==> src/rtl/gtw_rtc_pkg.sv <==
// Shared types, codes and helpers for the three-wire RTC behind the GPIO port.
// Holds BCD conversion, the command length table and the link interface structs.
// No dependencies.
`default_nettype none

package gtw_rtc_pkg;

    // Port register select codes carried in an item
    localparam logic [1:0] REG_PIN_DATA = 2'd0;
    localparam logic [1:0] REG_PIN_DIR  = 2'd1;
    localparam logic [1:0] REG_READ_EN  = 2'd2;

    // RTC command selects (command byte bits 6..4)
    localparam logic [2:0] CMD_SEL_CLEAR = 3'd0;
    localparam logic [2:0] CMD_SEL_DATE  = 3'd2;
    localparam logic [2:0] CMD_SEL_CTRL  = 3'd4;
    localparam logic [2:0] CMD_SEL_HMS   = 3'd6;

    localparam int unsigned TIME_BYTE_COUNT = 7;
    localparam logic [3:0]  CMD_MAGIC       = 4'h6;
    localparam logic [7:0]  CTRL_RESET      = 8'h40;
    localparam int unsigned CTRL_HOUR24_BIT = 6;
    localparam logic [3:0]  PIN_CLK_SEL     = 4'b0101;
    localparam logic [3:0]  PIN_CLK         = 4'b0001;

    // Current calendar values, binary
    typedef struct packed {
        logic [6:0] year;
        logic [3:0] month;
        logic [4:0] day_of_month;
        logic [2:0] weekday;
        logic [4:0] hour;
        logic [5:0] minute;
        logic [5:0] second;
    } calendar_t;

    // Pin drive request from the RTC side
    typedef struct packed {
        logic       req;
        logic [3:0] pins;
    } pin_drive_t;

    // Number of data bytes that follow a command byte
    function automatic logic [2:0] cmd_len(input logic [2:0] sel);
        logic [2:0] len;
        unique case (sel)
            CMD_SEL_DATE: len = 3'(TIME_BYTE_COUNT);
            CMD_SEL_CTRL: len = 3'd1;
            CMD_SEL_HMS:  len = 3'd3;
            default:      len = 3'd0;
        endcase
        return len;
    endfunction

    // Two-digit BCD; hundreds dropped. Divide by 10 via 205/2048.
    function automatic logic [7:0] to_bcd(input logic [6:0] v);
        logic [14:0] prod;
        logic [3:0]  tens;
        logic [6:0]  units;
        prod  = 15'(v) * 15'd205;
        tens  = prod[14:11];
        units = v - (7'(tens) * 7'd10);
        if (tens >= 4'd10)
        begin
            tens = tens - 4'd10;
        end
        return {tens, units[3:0]};
    endfunction

    // Hour folded into 0..11
    function automatic logic [4:0] hour_mod12(input logic [4:0] h);
        logic [4:0] r;
        if (h >= 5'd24)
        begin
            r = h - 5'd24;
        end
        else if (h >= 5'd12)
        begin
            r = h - 5'd12;
        end
        else
        begin
            r = h;
        end
        return r;
    endfunction

endpackage

`default_nettype wire

==> src/rtl/gpio_three_wire_rtc.sv <==
// Top level: 4-pin GPIO port registers with a three-wire serial RTC on the pins.
// Depends on gtw_rtc_pkg and gtw_rtc_link.
//
// Each input item is one write to the pin data, pin direction or readback enable
// register; each item gives exactly one result item with the readback values.
// An item's state update is computed in the cycle it is accepted, and its result is
// held in an output register and shown from the next cycle. The result register
// is the only stage, so in_ready is high whenever that register is empty or being
// taken, and a new item is accepted every cycle while out_ready is held high.
`default_nettype none

module gpio_three_wire_rtc
    import gtw_rtc_pkg::*;
(
    input  wire logic       clk,
    input  wire logic       rst_n,
    input  wire logic       in_valid,
    output logic            in_ready,
    input  wire logic [1:0] command,
    input  wire logic [3:0] wdata,
    input  wire logic [6:0] year,
    input  wire logic [3:0] month,
    input  wire logic [4:0] day_of_month,
    input  wire logic [2:0] weekday,
    input  wire logic [4:0] hour,
    input  wire logic [5:0] minute,
    input  wire logic [5:0] second,
    output logic            out_valid,
    input  wire logic       out_ready,
    output logic [3:0]      pin_readback,
    output logic [3:0]      dir_readback,
    output logic            readback_on
);

    logic        accept;
    logic        pin_step;
    logic [3:0]  lvl_reg, lvl_next;
    logic [3:0]  dir_reg, dir_next;
    logic        ren_reg, ren_next;
    logic [3:0]  lvl_wr;
    logic        out_valid_reg;
    logic [3:0]  pin_rb_reg;
    logic [3:0]  dir_rb_reg;
    logic        ren_rb_reg;
    calendar_t   cal;
    pin_drive_t  drive;

    assign in_ready = !out_valid_reg || out_ready;
    assign accept   = in_valid && in_ready;
    assign pin_step = accept && (command == REG_PIN_DATA);

    assign cal = '{year: year, month: month, day_of_month: day_of_month,
                   weekday: weekday, hour: hour, minute: minute, second: second};

    // Pin levels after a data write, before the RTC answers
    assign lvl_wr = (lvl_reg & ~dir_reg) | (wdata & dir_reg);

    gtw_rtc_link u_link (
        .clk   (clk),
        .rst_n (rst_n),
        .step  (pin_step),
        .pins  (lvl_wr),
        .cal   (cal),
        .drive (drive)
    );

    // Port register update for the accepted item
    always_comb
    begin
        lvl_next = lvl_reg;
        dir_next = dir_reg;
        ren_next = ren_reg;
        if (accept)
        begin
            unique case (command)
                REG_PIN_DATA:
                begin
                    // RTC may drive the input pins back
                    if (drive.req && ren_reg)
                    begin
                        lvl_next = (lvl_wr & dir_reg) | (drive.pins & ~dir_reg);
                    end
                    else
                    begin
                        lvl_next = lvl_wr;
                    end
                end
                REG_PIN_DIR: dir_next = wdata;
                REG_READ_EN: ren_next = wdata[0];
                default:
                begin
                end
            endcase
        end
    end

    // Port state and result register
    always_ff @(posedge clk or negedge rst_n)
    begin
        if (!rst_n)
        begin
            lvl_reg       <= '0;
            dir_reg       <= '0;
            ren_reg       <= 1'b0;
            out_valid_reg <= 1'b0;
            pin_rb_reg    <= '0;
            dir_rb_reg    <= '0;
            ren_rb_reg    <= 1'b0;
        end
        else
        begin
            lvl_reg <= lvl_next;
            dir_reg <= dir_next;
            ren_reg <= ren_next;
            if (accept)
            begin
                out_valid_reg <= 1'b1;
                pin_rb_reg    <= ren_next ? lvl_next : 4'd0;
                dir_rb_reg    <= ren_next ? dir_next : 4'd0;
                ren_rb_reg    <= ren_next;
            end
            else if (out_ready)
            begin
                out_valid_reg <= 1'b0;
            end
        end
    end

    assign out_valid    = out_valid_reg;
    assign pin_readback = pin_rb_reg;
    assign dir_readback = dir_rb_reg;
    assign readback_on  = ren_rb_reg;

endmodule

`default_nettype wire

==> src/rtl/gtw_rtc_link.sv <==
// Serial link state machine of the three-wire RTC: start sequence, bit shifting,
// command decode, BCD time latch and control register. Uses gtw_rtc_pkg.
`default_nettype none

module gtw_rtc_link
    import gtw_rtc_pkg::*;
(
    input  wire logic       clk,
    input  wire logic       rst_n,
    input  wire logic       step,
    input  wire logic [3:0] pins,
    input  wire calendar_t  cal,
    output pin_drive_t      drive
);

    typedef enum logic [1:0] {
        PH_IDLE   = 2'd0,
        PH_START  = 2'd1,
        PH_ACTIVE = 2'd2
    } phase_t;

    phase_t      phase_reg, phase_next;
    logic [3:0]  bit_reg, bit_next;
    logic [7:0]  shift_reg, shift_next;
    logic [2:0]  left_reg, left_next;
    logic [7:0]  cmd_reg, cmd_next;
    logic        active_reg, active_next;
    logic [7:0]  ctrl_reg, ctrl_next;
    logic [7:0]  tb_reg  [TIME_BYTE_COUNT];
    logic [7:0]  tb_next [TIME_BYTE_COUNT];

    logic [2:0]  left_dec;
    logic [3:0]  bit_inc;
    logic [2:0]  tb_idx;
    logic [7:0]  out_byte;
    logic        out_bit;
    logic [2:0]  new_sel;
    logic [2:0]  len_new;
    logic        act_new;
    logic [7:0]  cmd_new;

    // Data bit the clock drives on a read
    always_comb
    begin
        tb_idx   = 3'(TIME_BYTE_COUNT - 32'(left_reg));
        out_byte = '0;
        if (cmd_reg[6:4] == CMD_SEL_CTRL)
        begin
            out_byte = ctrl_reg;
        end
        else if (cmd_reg[6:4] == CMD_SEL_DATE || cmd_reg[6:4] == CMD_SEL_HMS)
        begin
            if (left_reg != 3'd0)
            begin
                out_byte = tb_reg[tb_idx];
            end
        end
        out_bit = active_reg && !bit_reg[3] && out_byte[bit_reg[2:0]];
    end

    // Next state for one pin update
    always_comb
    begin
        phase_next  = phase_reg;
        bit_next    = bit_reg;
        shift_next  = shift_reg;
        left_next   = left_reg;
        cmd_next    = cmd_reg;
        active_next = active_reg;
        ctrl_next   = ctrl_reg;
        tb_next     = tb_reg;
        drive       = '0;
        left_dec    = (left_reg != 3'd0) ? left_reg - 3'd1 : 3'd0;
        bit_inc     = bit_reg + 4'd1;
        new_sel     = shift_reg[6:4];
        len_new     = left_dec;
        act_new     = active_reg;
        cmd_new     = cmd_reg;

        if (step)
        begin
            unique case (phase_reg)
                PH_IDLE:
                begin
                    if ((pins & PIN_CLK_SEL) == PIN_CLK)
                    begin
                        phase_next = PH_START;
                    end
                    drive = '{req: 1'b1, pins: PIN_CLK};
                end
                PH_START:
                begin
                    phase_next = ((pins & PIN_CLK_SEL) == PIN_CLK_SEL) ? PH_ACTIVE : PH_IDLE;
                    drive      = '{req: 1'b1, pins: PIN_CLK_SEL};
                end
                PH_ACTIVE:
                begin
                    if (!pins[0])
                    begin
                        // clock low: sample data line
                        if (!bit_reg[3])
                        begin
                            shift_next[bit_reg[2:0]] = pins[1];
                        end
                    end
                    else if (pins[2])
                    begin
                        bit_next = bit_inc;
                        if (!cmd_reg[7])
                        begin
                            // write direction: a full byte closes here
                            if (bit_inc[3])
                            begin
                                if (!active_reg)
                                begin
                                    if (shift_reg[3:0] == CMD_MAGIC)
                                    begin
                                        cmd_new = shift_reg;
                                        len_new = cmd_len(new_sel);
                                        act_new = (len_new != 3'd0);
                                        if (new_sel == CMD_SEL_CLEAR)
                                        begin
                                            ctrl_next = '0;
                                        end
                                        else if (new_sel == CMD_SEL_DATE || new_sel == CMD_SEL_HMS)
                                        begin
                                            tb_next[0] = to_bcd(cal.year);
                                            tb_next[1] = to_bcd(7'(cal.month));
                                            tb_next[2] = to_bcd(7'(cal.day_of_month));
                                            tb_next[3] = to_bcd(7'(cal.weekday));
                                            tb_next[4] = ctrl_reg[CTRL_HOUR24_BIT]
                                                       ? to_bcd(7'(cal.hour))
                                                       : to_bcd(7'(hour_mod12(cal.hour)));
                                            tb_next[5] = to_bcd(7'(cal.minute));
                                            tb_next[6] = to_bcd(7'(cal.second));
                                        end
                                    end
                                end
                                else if (cmd_reg[6:4] == CMD_SEL_CTRL)
                                begin
                                    ctrl_next = shift_reg;
                                end
                                shift_next = '0;
                                bit_next   = '0;
                                left_next  = len_new;
                                if (len_new == 3'd0)
                                begin
                                    active_next = 1'b0;
                                    cmd_next    = '0;
                                end
                                else
                                begin
                                    active_next = act_new;
                                    cmd_next    = cmd_new;
                                end
                            end
                        end
                        else
                        begin
                            // read direction: clock drives the data line
                            drive = '{req: 1'b1, pins: {2'b01, out_bit, 1'b1}};
                            if (bit_inc[3])
                            begin
                                left_next = left_dec;
                                if (left_dec == 3'd0)
                                begin
                                    active_next = 1'b0;
                                    cmd_next    = '0;
                                end
                                bit_next = '0;
                            end
                        end
                    end
                    else
                    begin
                        // select dropped with clock high: link closes
                        bit_next    = '0;
                        left_next   = '0;
                        active_next = 1'b0;
                        cmd_next    = '0;
                        phase_next  = PH_START;
                        drive       = '{req: 1'b1, pins: PIN_CLK};
                    end
                end
                default:
                begin
                end
            endcase
        end
    end

    // Link state
    always_ff @(posedge clk or negedge rst_n)
    begin
        if (!rst_n)
        begin
            phase_reg  <= PH_IDLE;
            bit_reg    <= '0;
            shift_reg  <= '0;
            left_reg   <= '0;
            cmd_reg    <= '0;
            active_reg <= 1'b0;
            ctrl_reg   <= CTRL_RESET;
            for (int i = 0; i < TIME_BYTE_COUNT; i++)
            begin
                tb_reg[i] <= '0;
            end
        end
        else
        begin
            phase_reg  <= phase_next;
            bit_reg    <= bit_next;
            shift_reg  <= shift_next;
            left_reg   <= left_next;
            cmd_reg    <= cmd_next;
            active_reg <= active_next;
            ctrl_reg   <= ctrl_next;
            tb_reg     <= tb_next;
        end
    end

endmodule

`default_nettype wire
==> config.mk <==
export PLATFORM = sky130hd
export DESIGN_NAME = gpio_three_wire_rtc
export DESIGN_NICKNAME = d
export VERILOG_FILES = /design/src/rtl/gtw_rtc_pkg.sv /design/src/rtl/gpio_three_wire_rtc.sv /design/src/rtl/gtw_rtc_link.sv
export SDC_FILE = /design/constraint.sdc
export NUM_CORES = 1
export LEC_CHECK = 0
export ABC_AREA = 1
export BUFFER_PORTS_ARGS = -buffer_cell sky130_fd_sc_hd__buf_2
export CORE_ASPECT_RATIO = 1.75
export CORE_UTILIZATION = 65
export CTS_CLUSTER_SIZE = 30
export DETAILED_ROUTE_END_ITERATION = 16
export PLACE_DENSITY_LB_ADDON = 0.12
export SLEW_MARGIN = 20
export SYNTH_ARGS = -nofsm -noshare
export SYNTH_HDL_FRONTEND = slang
export SYNTH_SLANG_ARGS = --single-unit
export TNS_END_PERCENT = 5
==> constraint.sdc <==
create_clock -name clk -period 3.61 [get_ports clk]
set_input_delay 0.361 -clock clk [delete_from_list [all_inputs] [get_ports clk]]
set_output_delay 0.361 -clock clk [all_outputs]
set_load 0.01 [all_outputs]
==> summary.md <==
| Metric | Value |
|---|---|
| Outcome | `complete, but fails checks` |
| Violated checks | `hold timing, setup timing` |
| Most common cell in the synthesized netlist | `nand2_1` |
| Reg area | `roughly 0.0023 mm²` |
| Number of global-route vias before repair | `a little under 9k` |
| Syn_nets | `1362` |
| Die Wd | `90.7 µm` |
| Core Region | `about 0.013 mm²` |
| FMAX | `~0.23 GHz` |
| Synth area leader | `dfrtp_1` |
| Seq pwr share | `around a quarter` |
| Mapped Area | `around 0.0090 mm²` |
| Placement Rows | `56` |
| Endpoints failing setup | `7` |
| Placed cell area | `0.0103 mm²` |
| Total routed wirelength | `23.1 mm` |
| Cell Int Power | `2.89 mW` |
| Area of the multi-input gates | `roughly 0.0063 mm²` |
| Initial core utilization | `66.5%` |
| Vias | `between 8k and 9k` |
| Final Cell Area | `roughly 0.011 mm²` |
| First-pass GRT wire length | `slightly below 40 mm` |
| Synth cell count leaders | `nand2_1, ha_1, inv_1` |
| Iter 0 DRT Violations | `between 400 and 500` |
| Logic gate share of total power | `a little under three fifths` |
| Post-synth EDFFs | `0` |
| Total global-route track usage | `33.7%` |
| CP Data Required Time | `3.90 ns` |
| Tcrit/Tclk final | `119%` |
| ANT nets after route | `0` |
| Die area | `about 0.014 mm²` |
| Clock Tree Root | `clkbuf_16` |
| Clock tree buffer depth | `2` |
| DP HPWL | `about 17 mm` |
| GRT Residual Overflow | `0` |
| YS warnings | `0` |
| WHS | `-0.0275 ns` |
| Initial antenna violation count | `0` |
| Switching part of the total | `between 40 and 50%` |
| Unrepaired setup endpoints after global routing | `yes` |
| NetSw | `2.14 mW` |
| Die span in y | `between 150 and 200 µm` |
| Clk pwr share | `17.8%` |
| Drt pass-1 iters | `5` |
| Synthesized flop and latch total | `90` |
| Asr flop ratio synth | `between 90% and 100%` |
| Power Dens Cells | `~450 mW/mm²` |
| Worst setup path category | `in -> reg` |
| Most used DFF post-synth | `dfrtp_1` |
| Crit-path max FO | `4` |
| Worst-Skew Late Latency | `between 0.3 and 0.4 ns` |
| Area grow syn2layout | `24.3%` |
| TritonCTS Buffers | `9` |
| Slew Viols, Final | `0` |
| Synth area leaders | `dfrtp_1, ha_1, nand2_1, fa_1, inv_1` |
| Worst Hold Class | `in -> async` |
| DR DRC count | `0` |
| P_leak | `5.99 nW` |
| Fin crit period | `roughly 4.3 ns` |
| H-tree depth | `3` |
| Largest net degree at the start of global routing | `between 80 and 90` |
| Via density | `around 5.6` |
| CTS Hold Bufs | `0` |
| Fill cells | `879` |
| Max FFs per register | `between 40 and 50` |
| Fin cells | `approximately 1.5k` |
| Clock Pin Slew Worst Setup and Hold Paths | `0.06 ns` |
| Max VDD drop | `0.000304 V` |
| CP Launch Type | `input pin` |
| Port bufs | `56` |
| Seq/Total Area, Yosys | `between 20% and 30%` |
| Final worst setup slack | `-0.670 ns` |
| Critical path endpoint category | `register` |
| Post-Synthesis Cells | `roughly 1.1k` |
| Final Net Count | `between 1.5k and 2k` |
| TritonCTS Sinks | `90` |
| Inst Count DP | `1440` |
| Share of layout cells above drive strength 1 | `24.9%` |
| Yosys top cell area share | `about a quarter` |
| Ports | `57` |
| Slowest stage delay, CP | `about 0.61 ns` |
| ANT cells | `0` |
| Clock Skew | `approximately 0.0063 ns` |
| Final hold violation count | `17` |
| CP max-delay cell | `fa_1` |
| Drt wl/cell | `roughly 16 µm` |
| Max-Cap Viols | `0` |
| CP arrival | `4.57 ns` |
| Syn Area/Cell | `between 8 and 9 µm²` |
| Worst-margin pin slew | `0.667 ns` |
| CTS tree | `yes` |
| Final GP Congestion | `a little over 0.9` |
| Library cells used by synthesis | `54` |
| Slew headroom | `between 50% and 60%` |
==> critical path, delay by kind of cell <==
| kind | cells | cell delay [ns] |
|---|---|---|
| simple gates | 12 | 1.21 |
| buf+inv | 5 | 0.37 |
| xor+xnor | 1 | 0.19 |
| compound gates | 3 | 0.52 |
| fa+ha+maj | 6 | 1.89 |
==> cell usage in the layout, fill, tap and decap left out, types with 5 or more instances in the layout <==
cell / n
o21ai_1: 23
o31ai_1: 8
nand3_1: 40
nor2_4: 6
dfrtp_1: 89
a22o_1: 5
o21a_1: 5
a21oi_1: 45
buf_4: 138
or2_2: 15
fa_2: 7
nand3_2: 5
xnor2_1: 6
nand2_1: 242
nand2_2: 12
inv_2: 20
ha_1: 147
nand4_1: 17
a21oi_2: 7
buf_2: 52
o22ai_1: 10
o211ai_1: 5
nor2_1: 62
clkbuf_16: 9
o21ai_0: 48
xor2_1: 15
ha_4: 20
inv_1: 159
fa_1: 25
==> layout make-up <==
type                            count  area share [%]
Multi-Input combinational cell    827            56.9
Sequential cell                    90            20.2
Clock buffer                       10            2.15
Tap cell                          174            1.96
Clock inverter                      6           0.450
Inverter                          181            6.24
Timing Repair Buffer              193            12.1
==> metal layers <==
metal  track usage [%]  wire, µm
met2              64.4     12500
met1              33.9      8390
met4              21.7      1470
met3              4.35       751
met5                 0         0
==> power groups by stage <==
stage	Clock, mW	Sequential, mW	Combinational, mW
floorplan	0	1.26	1.65
global placement	0	1.33	2.28
detailed placement	0	1.34	2.36
CTS	0.904	1.32	2.68
global route	0.945	1.35	3.14
finish	0.897	1.33	2.81
==> kinds of logic (layout without fill, tap and decap cells) <==
group / count (synthesis) / after routing / share of synthesized area [%]
AO/OA/AOI/OAI: 178 / 178 / 11.8
AND/OR/NAND/NOR: 422 / 422 / 20.8
adder cells (fa/ha/maj): 202 / 202 / 30.9
buffers and inverters: 197 / 390 / 8.78
flip-flops: 90 / 90 / 25.2
XOR/XNOR: 23 / 23 / 2.25
multiplexers: 2 / 2 / 0.238
==> per-stage QoR <==
step | TNS (ns) | power [mW] | util [%] | setup slack, ns
6_report | -2.06 | 5.03 | 82.7 | -0.670
3_5_place_dp | -6.14 | 3.70 | 76.8 | -0.921
5_1_grt | -4.18 | 5.43 | 82.7 | -0.804
4_1_cts | -1.12 | 4.90 | 81.9 | -0.277
2_1_floorplan | -1.28 | 2.90 | - | -0.410
3_3_place_gp | -4.57 | 3.61 | 76.8 | -0.786
==> final timing paths <==
kind	from	end	slack, ns	cells after the start
min in group clk	weekday[1]	u_link.tb_reg[25]$_DFFE_PN0P_	0.21	3
worst max register to register	out_valid$_DFFE_PN0P_	u_link.tb_reg[43]$_DFFE_PN0P_	0.84	14
worst max-delay path	hour[4]	u_link.tb_reg[19]$_DFFE_PN0P_	-0.67	27
worst min register to register	u_link.tb_reg[40]$_DFFE_PN0P_	u_link.tb_reg[40]$_DFFE_PN0P_	0.48	2
worst min-delay path	rst_n	u_link.shift_reg[3]$_DFFE_PN0P_	-0.03	1
max in group asynchronous	rst_n	u_link.tb_reg[55]$_DFFE_PN0P_	2.82	3
==> what timing repair did <==
item	CTS	global route
endpoints found under the setup margin	8	14
gates cloned	0	0
pin swaps	34	16
setup buffers	24	1
gates resized for setup	39	21
Note: power is estimated with default switching activity, not from simulation.
